==> config.mk <==
export PLATFORM = sky130hd
export DESIGN_NAME = stepper_valve_position_follower
export DESIGN_NICKNAME = d
export VERILOG_FILES = /design/src/rtl/svpf_pkg.sv /design/src/rtl/svpf_cfg_regs.sv /design/src/rtl/svpf_step_core.sv /design/src/rtl/stepper_valve_position_follower.sv
export SDC_FILE = /design/constraint.sdc
export NUM_CORES = 1
export LEC_CHECK = 0
export ABC_AREA = 1
export ABC_CLOCK_PERIOD_IN_PS = 4000
export BUFFER_PORTS_ARGS = -buffer_cell sky130_fd_sc_hd__buf_2
export CAP_MARGIN = 40
export CORE_MARGIN = 2
export CORE_UTILIZATION = 50
export DETAILED_ROUTE_END_ITERATION = 8
export HOLD_SLACK_MARGIN = 0.05
export PLACE_DENSITY_LB_ADDON = 0.15
export SLEW_MARGIN = 10
export SYNTH_ARGS = -nofsm -noshare
export SYNTH_HDL_FRONTEND = slang
export SYNTH_SLANG_ARGS = --single-unit
==> constraint.sdc <==
create_clock -name aclk -period 4 [get_ports aclk]
set_clock_uncertainty 0.05 [all_clocks]
set_input_delay 1 -clock aclk [delete_from_list [all_inputs] [get_ports aclk]]
set_output_delay 1 -clock aclk [all_outputs]
set_load 0.02 [all_outputs]
==> src/rtl/svpf_pkg.sv <==
// Shared types and constants for the stepper valve position follower.
// No dependencies; every other file imports this package.
`default_nettype none

package svpf_pkg;

    localparam int TIME_WIDTH      = 32;
    localparam int POSITION_WIDTH  = 8;
    localparam int CFG_WIDTH       = 32;
    localparam int CFG_INDEX_WIDTH = 2;
    localparam int CMP_WIDTH       = (TIME_WIDTH > CFG_WIDTH) ? TIME_WIDTH : CFG_WIDTH;

    localparam int S_FIELD_BITS = TIME_WIDTH + POSITION_WIDTH;
    localparam int S_TDATA_W    = ((S_FIELD_BITS + 7) / 8) * 8;
    localparam int M_FIELD_BITS = POSITION_WIDTH + 2 + 2 + 1;
    localparam int M_TDATA_W    = ((M_FIELD_BITS + 7) / 8) * 8;

    localparam logic [CFG_WIDTH-1:0] STEP_INTERVAL_RESET = CFG_WIDTH'(781);
    localparam logic [CFG_WIDTH-1:0] HOLD_DELAY_RESET    = CFG_WIDTH'(1000000);

    localparam logic [CFG_INDEX_WIDTH-1:0] CFG_STEP_INTERVAL = CFG_INDEX_WIDTH'(0);
    localparam logic [CFG_INDEX_WIDTH-1:0] CFG_HOLD_DELAY    = CFG_INDEX_WIDTH'(1);

    typedef enum logic [1:0] {
        MODE_IDLE   = 2'd0,
        MODE_HOLD   = 2'd1,
        MODE_NORMAL = 2'd2,
        MODE_ACCEL  = 2'd3
    } drive_mode_t;

    typedef struct packed {
        logic [CFG_WIDTH-1:0] step_interval_us;
        logic [CFG_WIDTH-1:0] hold_delay_us;
    } cfg_t;

    typedef struct packed {
        logic [TIME_WIDTH-1:0]     now_us;
        logic [POSITION_WIDTH-1:0] target_position;
    } item_t;

    typedef struct packed {
        logic                      updated;
        drive_mode_t               drive_mode;
        logic [1:0]                coil_phase;
        logic [POSITION_WIDTH-1:0] position;
    } result_t;

    typedef struct packed {
        logic        holding;
        drive_mode_t mode;
        logic        at_origin;
    } core_status_t;

endpackage

`default_nettype wire

==> src/rtl/svpf_cfg_regs.sv <==
// Configuration register file for the stepper valve position follower.
// Depends on svpf_pkg for the register index codes and the cfg_t struct.
`default_nettype none

module svpf_cfg_regs
    import svpf_pkg::*;
(
    input  wire logic                       aclk,
    input  wire logic                       aresetn,
    input  wire logic                       cfg_valid,
    output logic                            cfg_ready,
    input  wire logic [CFG_INDEX_WIDTH-1:0] cfg_index,
    input  wire logic [CFG_WIDTH-1:0]       cfg_data,
    output cfg_t                            cfg
);

    cfg_t cfg_reg;
    cfg_t cfg_next;

    assign cfg_ready = 1'b1;
    assign cfg       = cfg_reg;

    always_comb begin
        cfg_next = cfg_reg;
        if (cfg_valid) begin
            case (cfg_index)
                CFG_STEP_INTERVAL: cfg_next.step_interval_us = cfg_data;
                CFG_HOLD_DELAY:    cfg_next.hold_delay_us    = cfg_data;
                default:           cfg_next = cfg_reg;
            endcase
        end
    end

    always_ff @(posedge aclk) begin
        if (!aresetn) begin
            cfg_reg.step_interval_us <= STEP_INTERVAL_RESET;
            cfg_reg.hold_delay_us    <= HOLD_DELAY_RESET;
        end else begin
            cfg_reg <= cfg_next;
        end
    end

endmodule

`default_nettype wire

==> src/rtl/svpf_step_core.sv <==
// Position, phase and drive-mode state with the combinational step decision.
// Depends on svpf_pkg for the item, result, config and status types.
`default_nettype none

module svpf_step_core
    import svpf_pkg::*;
(
    input  wire logic aclk,
    input  wire logic aresetn,
    input  wire logic fire,
    input  wire item_t item,
    input  wire cfg_t  cfg,
    output result_t   result,
    output core_status_t status
);

    logic [POSITION_WIDTH-1:0] position_reg, position_next;
    logic [1:0]                phase_reg, phase_next;
    logic [TIME_WIDTH-1:0]     last_update_reg, last_update_next;
    logic [TIME_WIDTH-1:0]     last_move_reg, last_move_next;
    logic                      holding_reg, holding_next;
    drive_mode_t               mode_reg, mode_next;

    logic [TIME_WIDTH-1:0] since_update;
    logic [TIME_WIDTH-1:0] since_move;
    logic                  due;
    logic                  hold_due;

    assign since_update = item.now_us - last_update_reg;
    assign since_move   = item.now_us - last_move_reg;
    assign due      = CMP_WIDTH'(since_update) > CMP_WIDTH'(cfg.step_interval_us);
    assign hold_due = CMP_WIDTH'(since_move) > CMP_WIDTH'(cfg.hold_delay_us);

    always_comb begin
        position_next    = position_reg;
        phase_next       = phase_reg;
        last_update_next = last_update_reg;
        last_move_next   = last_move_reg;
        holding_next     = holding_reg;
        mode_next        = mode_reg;
        if (due) begin
            last_update_next = item.now_us;
            if (position_reg != item.target_position) begin
                mode_next      = MODE_ACCEL;
                last_move_next = item.now_us;
                holding_next   = 1'b0;
                if (position_reg < item.target_position) begin
                    position_next = position_reg + POSITION_WIDTH'(1);
                    phase_next    = phase_reg + 2'd1;
                end else begin
                    position_next = position_reg - POSITION_WIDTH'(1);
                    phase_next    = phase_reg - 2'd1;
                end
            end else if (holding_reg) begin
                mode_next = MODE_HOLD;
            end else if (hold_due) begin
                mode_next    = MODE_HOLD;
                holding_next = 1'b1;
            end else begin
                mode_next = MODE_NORMAL;
            end
        end
    end

    assign result.position   = position_next;
    assign result.coil_phase = phase_next;
    assign result.drive_mode = mode_next;
    assign result.updated    = due;

    assign status.holding   = holding_reg;
    assign status.mode      = mode_reg;
    assign status.at_origin = (position_reg == '0) && (phase_reg == 2'd0);

    always_ff @(posedge aclk) begin
        if (!aresetn) begin
            position_reg    <= '0;
            phase_reg       <= '0;
            last_update_reg <= '0;
            last_move_reg   <= '0;
            holding_reg     <= 1'b0;
            mode_reg        <= MODE_IDLE;
        end else if (fire) begin
            position_reg    <= position_next;
            phase_reg       <= phase_next;
            last_update_reg <= last_update_next;
            last_move_reg   <= last_move_next;
            holding_reg     <= holding_next;
            mode_reg        <= mode_next;
        end
    end

endmodule

`default_nettype wire

==> src/rtl/stepper_valve_position_follower.sv <==
// Top level of the stepper valve position follower: stream ports, input and
// result registers. Depends on svpf_pkg, svpf_cfg_regs and svpf_step_core.
//
// Usage: each transfer on the s_ channel carries a microsecond timestamp and a
// target position. When more than step_interval_us has passed since the last
// update, the position moves one step toward the target and the coil phase
// follows; at target the drive falls from normal to hold current once more
// than hold_delay_us has passed since the last move. Every input transfer
// yields exactly one result transfer on the m_ channel.
// The item passes from the input register through the result register, which
// drives m_tvalid; while the receiver is ready, one item is taken per cycle,
// since the whole update is a single pass of compare and increment logic
// between the input register and the result register.
// The cfg_ channel writes step_interval_us (index 0) and hold_delay_us
// (index 1) and is always ready; other indexes are ignored.
// Reset (aresetn low, synchronous) empties both registers, zeroes the state
// with the drive idle and restores the register defaults. When the receiver
// stalls, the result register holds and the input register still takes one
// more item before s_tready falls.
`default_nettype none

module stepper_valve_position_follower
    import svpf_pkg::*;
(
    input  wire logic                       aclk,
    input  wire logic                       aresetn,
    input  wire logic                       s_tvalid,
    output logic                            s_tready,
    // now_us, target_position
    input  wire logic [S_TDATA_W-1:0]       s_tdata,
    output logic                            m_tvalid,
    input  wire logic                       m_tready,
    // position, coil_phase, drive_mode, updated
    output logic [M_TDATA_W-1:0]            m_tdata,
    input  wire logic                       cfg_valid,
    output logic                            cfg_ready,
    input  wire logic [CFG_INDEX_WIDTH-1:0] cfg_index,
    input  wire logic [CFG_WIDTH-1:0]       cfg_data
);

    cfg_t         cfg;
    item_t        item_reg;
    logic         in_valid_reg;
    result_t      result_comb;
    result_t      result_reg;
    logic         out_valid_reg;
    core_status_t status;
    logic         advance;
    logic         fire;

    assign advance  = !out_valid_reg || m_tready;
    assign fire     = in_valid_reg && advance;
    assign s_tready = !in_valid_reg || advance;
    assign m_tvalid = out_valid_reg;
    assign m_tdata  = M_TDATA_W'(result_reg);

    svpf_cfg_regs u_cfg (
        .aclk      (aclk),
        .aresetn   (aresetn),
        .cfg_valid (cfg_valid),
        .cfg_ready (cfg_ready),
        .cfg_index (cfg_index),
        .cfg_data  (cfg_data),
        .cfg       (cfg)
    );

    svpf_step_core u_core (
        .aclk    (aclk),
        .aresetn (aresetn),
        .fire    (fire),
        .item    (item_reg),
        .cfg     (cfg),
        .result  (result_comb),
        .status  (status)
    );

    always_ff @(posedge aclk) begin
        if (!aresetn) begin
            in_valid_reg <= 1'b0;
        end else if (s_tready) begin
            in_valid_reg <= s_tvalid;
        end
    end

    always_ff @(posedge aclk) begin
        if (s_tvalid && s_tready) begin
            item_reg.now_us          <= s_tdata[TIME_WIDTH-1:0];
            item_reg.target_position <= s_tdata[S_FIELD_BITS-1:TIME_WIDTH];
        end
    end

    always_ff @(posedge aclk) begin
        if (!aresetn) begin
            out_valid_reg <= 1'b0;
        end else if (advance) begin
            out_valid_reg <= in_valid_reg;
        end
    end

    always_ff @(posedge aclk) begin
        if (fire) begin
            result_reg <= result_comb;
        end
    end

    // Holding is set only together with hold current and cleared by every move.
    assert property (@(posedge aclk) disable iff (!aresetn)
        status.holding |-> (status.mode == MODE_HOLD))
        else $error("holding flag set without hold current");

    // The drive stays idle only until the first update, so an idle drive is still at home.
    assert property (@(posedge aclk) disable iff (!aresetn)
        (status.mode == MODE_IDLE) |-> status.at_origin)
        else $error("idle drive with a moved position or phase");

    // Input backpressure arises only from a full pipe behind a stalled receiver.
    assert property (@(posedge aclk) disable iff (!aresetn)
        !s_tready |-> (in_valid_reg && out_valid_reg && !m_tready))
        else $error("input stalled without a downstream stall");

    // A step taken in the core shows up as a result on the next cycle.
    assert property (@(posedge aclk) disable iff (!aresetn)
        fire |=> out_valid_reg)
        else $error("result lost after a core update");

endmodule

`default_nettype wire

After elaboration in Yosys (flattened, before gate mapping)
Cells that the tools add are included.

Register bits: 196. Input port bits: 79. Output and inout bits: 19. Logic and storage cells: 51.

Add/sub/neg operators: 6. Order comparisons: 3. Eq/ne operators: 2. Mux-type cells: 13. Reductions and logical operators: 11.

Operators by type and width (number): > comparator 32 bit (2); subtractor 32 bit (2); two-way mux 8 bit (3); two-way mux 2 bit (7); adder 8 x 1 -> 8 bit (second input constant) (1); < comparator 8 bit (1); != test 8 bit (1); subtractor 8 x 1 -> 8 bit (second input constant) (1); AND reduction 2 bit (3); two-way mux 1 bit (3); AND reduction 3 bit (1); adder 2 x 1 -> 2 bit (second input constant) (1); equality test 2 x 1 -> 1 bit (second input constant) (1); logical AND 1 bit (2); zero test 1 bit (2); zero test 2 bit (1); logical OR 1 bit (2); subtractor 2 x 1 -> 2 bit (second input constant) (1).

Depth between registers and ports, before layout
Gate-level depths: netlist (run 1).

Depth after elaboration: 6. Mapped depth: 28. Depth with buffers taken out: 28.

Hierarchy
Synthesis (run 1) repeated with hierarchy kept, for this count alone.

Cell total of the unflattened synthesis: 1845. Area total of the unflattened synthesis: 13230.2 sq um.

Modules (own cells, without submodules): svpf_step_core (instances 1, cells each 1381, area an instance 8849.7 sq um, seq. area each 1541.5 sq um); svpf_cfg_regs (instances 1, cells each 394, area an instance 2667.6 sq um, seq. area each 1281.2 sq um); stepper_valve_position_follower (instances 1, cells each 70, area an instance 1712.9 sq um, seq. area each 1631.6 sq um).

Least setup slack after synthesis (run 1)
Ideal clock, no wire load.

Path kind: register -> register. From: register item_reg[8] in the netlist's numbering. To: register u_core.last_move_reg[21]. Library setup time: 0.116 ns. Data arrival time: 3.611 ns. Required time: 3.834 ns. Path slack: 0.223 ns. Cell stages (with the launch flop): 25. Path buffers: 2. Period minus slack after synthesis: 3.777 ns. Cells stage by stage: edfxtp_1 inv_1 ha_1 inv_1 fa_1 nand3_1 nand3_1 a21boi_0 o21ai_1 a21boi_0 o21ai_0 xor2_1 ha_1 nand2_1 nor2_1 nor3b_2 nand2_1 nand2_1 nand3_2 inv_2 nand2_2 buf_6 buf_6 nor2_1 nor2_1.

Cells in the longest elaborated chain, start to end: 3.

Ends and longest elaborated chain: start, declared (line stepper_valve_position_follower.sv:42) `item_t item_reg;`; subtractor 32 bit (line svpf_step_core.sv:29) `assign since_update = item.now_us - last_update_reg;`; > comparator 32 bit (line svpf_step_core.sv:31) `assign due = CMP_WIDTH'(since_update) > CMP_WIDTH'(cfg.step_interval_us);`; AND reduction 3 bit (no line); end signal, assigned (line svpf_step_core.sv:86) `last_move_reg <= last_move_next;`; end, declared (line svpf_step_core.sv:20) `logic [TIME_WIDTH-1:0] last_move_reg, last_move_next;`.

No other way between the ends. A chain may end at the register's enable or synchronous reset.

Final worst setup path (run 1)
From: register item_reg[8] in the netlist's numbering. To: register u_core.last_move_reg[19].

Same word-level chain as after synthesis.

==> impl_metrics.json, run 1 <==
{
  "fmax_mhz": 247,
  "cts_made_buffers": 17,
  "rows": 57,
  "drt-total-wl_um": 33800,
  "layout_setup_ws_ns": -0.0421,
  "totalPowerFinal_mw": 7.87,
  "ctsHoldBuffers": 0,
  "crit_type": "reg2reg",
  "num_vias": 11200,
  "timing.hold.ws_ns": 0.413,
  "drt_first_iter_violations": 835,
  "status": "complete, but fails checks",
  "place_ws_ns": -0.190,
  "p_leak_nw": 6.45,
  "synth_cell_types": 36,
  "drive_gt1_frac": 0.185,
  "detail-route-antenna-nets": 0,
  "slew_headroom": 0.420,
  "cts_max_level": 4,
  "failed_checks": "negative setup slack",
  "wl_per_cell_um": 16.2,
  "grt_first_pass_wirelength_um": 50100,
  "r2r-end": "u_core.last_move_reg[19]",
  "start_util": 0.504,
  "die_x_um": 160,
  "postSynthCellCount": 1590,
  "p_per_area_nw_per_um2": 531,
  "cts-root-buf": "clkbuf_16",
  "postSynthRegisterBits": 196,
  "synth_area_um2": 12200,
  "die_area_um2": 25600,
  "finalHoldViolCount": 0,
  "synth-seq-area-share": 0.367,
  "multi_input_area_um2": 7160,
  "clkSinkCount": 196,
  "gp_congestion": 0.923,
  "setup_viol": 31,
  "die-height_um": 160,
  "cts_max_path_buffers": 2,
  "drc": 0,
  "antenna-diode-count": 0,
  "avgSynthCellArea_um2": 7.64,
  "grt_max_degree": 126,
  "io_buffers": 93,
  "grt_pass1_vias": 10000,
  "ir_drop_mv": 0.287,
  "tns_ns": -0.601,
  "r2r_start": "item_reg[8]",
  "hpwlAfterDp_um": 24000,
  "viasPerCell": 5.37,
  "cts_tree": "yes",
  "critPathArrivalTime_ns": 4.32,
  "cap_violations": 0,
  "coreArea_um2": 24100,
  "crit_path_end_kind": "register",
  "drv_slew": 0,
  "top_layer_used": "met4",
  "drt_pre_antenna_iters": 5,
  "area_delta_synth_final_pct": 22.0,
  "nFillCells": 2145,
  "period_minus_slack_ns": 4.04,
  "finalCritPeriodShare": 1.01,
  "route.met3.wl_um": 1700,
  "hold_depth": 2,
  "seqCellArea_um2": 4450,
  "ff2ff_setup_slack_ns": -0.04,
  "tightest_slew_ns": 0.865,
  "grt_use_total": 0.244,
  "cp.required_ns": 4.28,
  "grt_overflow": 0,
  "worstSetupStartpointType": "register",
  "min_from": "u_cfg.cfg[29]",
  "met1_length_um": 16300,
  "worst-r2r-cell-count": 22,
  "hold_class": "reg2reg",
  "rsz0062_at_grt": "yes",
  "largest_register_ffs": 64,
  "path_max_fanout": 8,
  "hold_end": "u_cfg.cfg[29]",
  "routed-wl-met2_um": 15200,
  "nets": 1968,
  "io_pins": 98,
  "path_clk_slew_ns": 0.07,
  "antenna_found_initial": 0,
  "clkLatencyLatePin_ns": 0.45,
  "yosys_warnings": 0
}
## final cells by class
type                       instances  share of cell area
tap                              324              0.0273
clock buffer                      23              0.0323
clock inverter                     9             0.00633
sequential                       196               0.300
multi-input combinational       1138               0.483
inverter                         211              0.0537
timing repair buffer             182              0.0971
## layout by cell type (no fill, tap or decap), types with 37 or more instances in the layout
master	instances
nand2_1	243
inv_1	202
a21oi_1	200
dfxtp_1	143
nor2_1	140
ha_1	132
o21ai_0	102
buf_2	93
buf_4	66
edfxtp_1	53
o21ai_2	41
xor2_1	38
nand3_1	37
## logic make-up (layout without fill, tap and decap cells)
family,after synthesis,count (layout),share of synthesized area
AND/OR/NAND/NOR,490,490,0.164
buffers and inverters,258,425,0.0842
flip-flops,196,196,0.367
AO/OA/AOI/OAI,434,434,0.187
XOR/XNOR,67,67,0.0483
adder cells (fa/ha/maj),143,143,0.149
other,2,4,0.000618
## timing repair
item / 4_1_cts / 5_1_grt
resized for setup: 27 / 179
cloned: 1 / 11
pin swaps: 9 / 45
setup buffers: 2 / 17
endpoints found under the setup margin: 90 / 90
## critical path: stages (launching register included)
cell	delay (ns)
edfxtp_1	0.42
inv_2	0.11
ha_4	0.13
inv_2	0.04
fa_2	0.37
nand3_2	0.08
nand3_2	0.09
a21boi_2	0.18
buf_4	0.13
o21ai_2	0.09
a21oi_2	0.20
o21ai_1	0.10
xor2_1	0.15
ha_1	0.30
nand4_1	0.20
nor3b_4	0.28
nand3b_1	0.24
nand3_4	0.19
nor2_4	0.06
buf_12	0.16
buf_12	0.14
o21ai_2	0.13
nor2_1	0.07
## metal layers
layer	vias up	track usage
met5	-	0
met4	0	0.0553
met3	54	0.0332
met2	324	0.385
met1	5166	0.356
li1	5642	-
## through the flow
stage | utilization | cell area (um^2) | std cells
6_report | 0.615 | 14800 | 2083
4_1_cts | 0.581 | 14000 | 2055
3_5_place_dp | 0.551 | 13300 | 2020
5_1_grt | 0.615 | 14800 | 2083
3_3_place_gp | 0.551 | 13300 | 2020
2_1_floorplan | - | 12200 | 1592
## worst max path at each step
stage                  from  cells past startpoint                        to
5_1_grt        item_reg[20]                     22  u_core.last_move_reg[20]
3_3_place_gp   item_reg[20]                     19   u_core.last_move_reg[2]
2_1_floorplan   item_reg[8]                     24  u_core.last_move_reg[21]
4_1_cts         item_reg[8]                     24               m_tdata[10]
3_5_place_dp    item_reg[8]                     22   u_core.last_move_reg[1]
6_report        item_reg[8]                     22  u_core.last_move_reg[19]
## report_power, final
group          internal [mW]  switching, mW  total [mW]
sequential              2.29          0.129        2.42
clock                  0.923          0.809        1.73
combinational           1.55           2.17        3.72
## synth_stat cells, drive strengths merged
library cell / count / share of area
o21bai: 8 / 0.0049
nand3: 45 / 0.019
and3: 1 / 0.00052
a21oi: 217 / 0.089
o21ai: 171 / 0.070
o21a: 7 / 0.0043
nor3: 10 / 0.0041
and2: 2 / 0.0010
edfxtp: 53 / 0.13
a21o: 4 / 0.0025
nand4: 14 / 0.0072
dfxtp: 143 / 0.24
a31oi: 8 / 0.0041
o211ai: 14 / 0.0086
fa: 3 / 0.0049
buf: 20 / 0.011
inv: 209 / 0.065
ha: 140 / 0.14
conb: 2 / 0.00062
clkinv: 2 / 0.00062
xnor2: 28 / 0.020
a21boi: 5 / 0.0031
nor4: 5 / 0.0026
nor3b: 1 / 0.0010
nand3b: 2 / 0.0012
clkbuf: 27 / 0.0083
xor2: 39 / 0.028
nor2: 150 / 0.047
nand2: 260 / 0.081
Power figures use the tool's default switching activity.
==> run 2, diff against run 1 <==
TNS_END_PERCENT = 30   (was default)
==> run 2 against run 1 <==
Effect of this change:
- core utilization down 0.67 points
- critical endpoint is now u_core.last_move_reg[28]
- count of clock-buffer cells in the layout stayed put
- sequential power about the same
- sequential cell count unchanged
- the flow still finishes with violations (negative setup slack)
- cell count is essentially flat
==> impl_metrics.json, run 2 (synthesis gave the netlist of run 1 again) <==
{
  "status": "complete, but fails checks",
  "failed_checks": "negative setup slack",
  "drive_gt1_frac": 0.165,
  "slew_headroom": 0.434,
  "finalCritPeriodShare": 1.01,
  "slowest_delay_ns": 0.42,
  "tightest_slew_ns": 0.843,
  "setup_viol": 25,
  "fmax_mhz": 248,
  "antenna-diode-count": 0,
  "drv_slew": 0,
  "cts_max_path_buffers": 2,
  "final_area_um2": 14700,
  "grt_use_total": 0.244,
  "fin_cells": 2081,
  "drc": 0,
  "viasPerCell": 5.29,
  "io_buffers": 93,
  "period_minus_slack_ns": 4.03,
  "p_leak_nw": 6.40,
  "crit_path_end_kind": "register",
  "grt_pass1_vias": 10000,
  "gp_congestion": 0.923,
  "p_seq_frac": 0.310,
  "grt_overflow": 0,
  "area_delta_synth_final_pct": 20.7,
  "drt_first_iter_violations": 832,
  "clock_power_share": 0.222,
  "path_clk_slew_ns": 0.08,
  "cts_made_buffers": 17,
  "drt_pre_antenna_iters": 5,
  "hold_class": "reg2reg",
  "drt-total-wl_um": 33100,
  "largest_register_ffs": 64,
  "layout_common_cells": "245 x nand2_1, 207 x a21oi_1, 202 x inv_1, 143 x dfxtp_1, 140 x nor2_1",
  "final_common_cell": "nand2_1",
  "coreArea_um2": 24100,
  "swShare": 0.392,
  "comb_power_share": 0.467,
  "slowest_stage": "edfxtp_1",
  "hpwlAfterDp_um": 24000,
  "totalPowerFinal_mw": 7.80,
  "io_pins": 98,
  "internal_power_mw": 4.74,
  "die_x_um": 160,
  "critical_path.cell_chain": "inv_2, ha_4, inv_2, fa_2, nand3_2, nand3_2, a21boi_2, buf_4, o21ai_2, a21oi_2, o21ai_1, xor2_1, ha_1, nand4_1, nor3_1, a21oi_1, nand2_4, nand3_4, nor2_4, buf_12, clkbuf_16, nand2_1, a21oi_1",
  "p_sw_mw": 3.05,
  "start_util": 0.504,
  "clkLatencyLatePin_ns": 0.45,
  "cp.required_ns": 4.30,
  "die-height_um": 160,
  "layout_setup_ws_ns": -0.0342,
  "cts_tree": "yes",
  "clkSinkCount": 196,
  "grt_max_degree": 126,
  "die_area_um2": 25600,
  "place_ws_ns": -0.190,
  "placed_cells": 2020,
  "worstSetupStartpointType": "register",
  "utilization": 0.608,
  "cts-root-buf": "clkbuf_16",
  "cts_max_level": 4,
  "grt_first_pass_wirelength_um": 50100,
  "cap_violations": 0,
  "detail-route-antenna-nets": 0,
  "timing.hold.ws_ns": 0.411,
  "finalHoldViolCount": 0,
  "rows": 57,
  "nets": 1966,
  "ir_drop_mv": 0.278,
  "placed_area_um2": 13300,
  "num_vias": 11000,
  "rsz0062_at_grt": "yes",
  "antenna_found_initial": 0,
  "wl_per_cell_um": 15.9,
  "crit_type": "reg2reg",
  "tns_ns": -0.383,
  "p_per_area_nw_per_um2": 532,
  "critPathArrivalTime_ns": 4.33,
  "path_max_fanout": 8
}
-- run 2: cell types whose count changed in the layout (fill, tap and decap cells not counted) --
cell / delta
nand2_1: +2
buf_6: -1
nand2_2: -1
o21ai_2: -24
buf_12: -2
o21ai_1: +16
buf_8: +1
nand2_4: -1
a21oi_2: -7
o21ai_0: +8
a21oi_1: +7
-- run 2: cell type report --
cell class,count,area (um^2)
clock buffers,23,479
inverters,211,797
clock inverters,9,93.8
fillers,2179,9440
multi-input cells,1138,7030
well taps,324,405
repair buffers,180,1400
flip-flops and latches,196,4450
-- run 2: layer usage --
layer  vias up  GRT usage  wire (um)
li1       5611          -          -
met1      5105      0.356      16300
met2       262      0.385      14800
met3        37     0.0332       1550
met4         0     0.0553        511
met5         -          0          0
-- run 2: power by group through the flow --
stage	sequential [mW]	combinational, mW	clock, mW
4_1_cts	2.41	3.23	1.76
3_3_place_gp	2.45	3.08	0
5_1_grt	2.44	4.08	1.83
2_1_floorplan	2.45	2.20	0
3_5_place_dp	2.45	3.15	0
6_report	2.42	3.64	1.73
-- run 2: final timing paths --
path,start,end,slack [ns],cells after the start
max,item_reg[8],u_core.last_move_reg[28],-0.03,23
min,u_cfg.cfg[1],u_cfg.cfg[1],0.41,2
max reg2reg,item_reg[8],u_core.last_move_reg[28],-0.03,23
min reg2reg,u_cfg.cfg[1],u_cfg.cfg[1],0.41,2
-- run 2: worst max-delay path, delay by kind of cell, from the launching register on --
family / cells / cell delay [ns]
DFF: 1 / 0.42
xor gates and xnor gates: 1 / 0.15
adders and majority gates: 3 / 0.80
AOI/OAI and AO/OA: 6 / 0.85
and+or+nand+nor: 8 / 1.06
buffers and inverters: 5 / 0.61
-- run 2: what timing repair did --
| action | CTS | global route |
|---|---|---|
| setup endpoints to repair | 90 | 90 |
| hold buffers | 0 | 0 |
| hold endpoints to repair | 0 | 0 |
| pin swaps | 9 | 44 |
| cloned | 1 | 9 |
| buffers inserted | 2 | 17 |
| resized for setup | 27 | 134 |
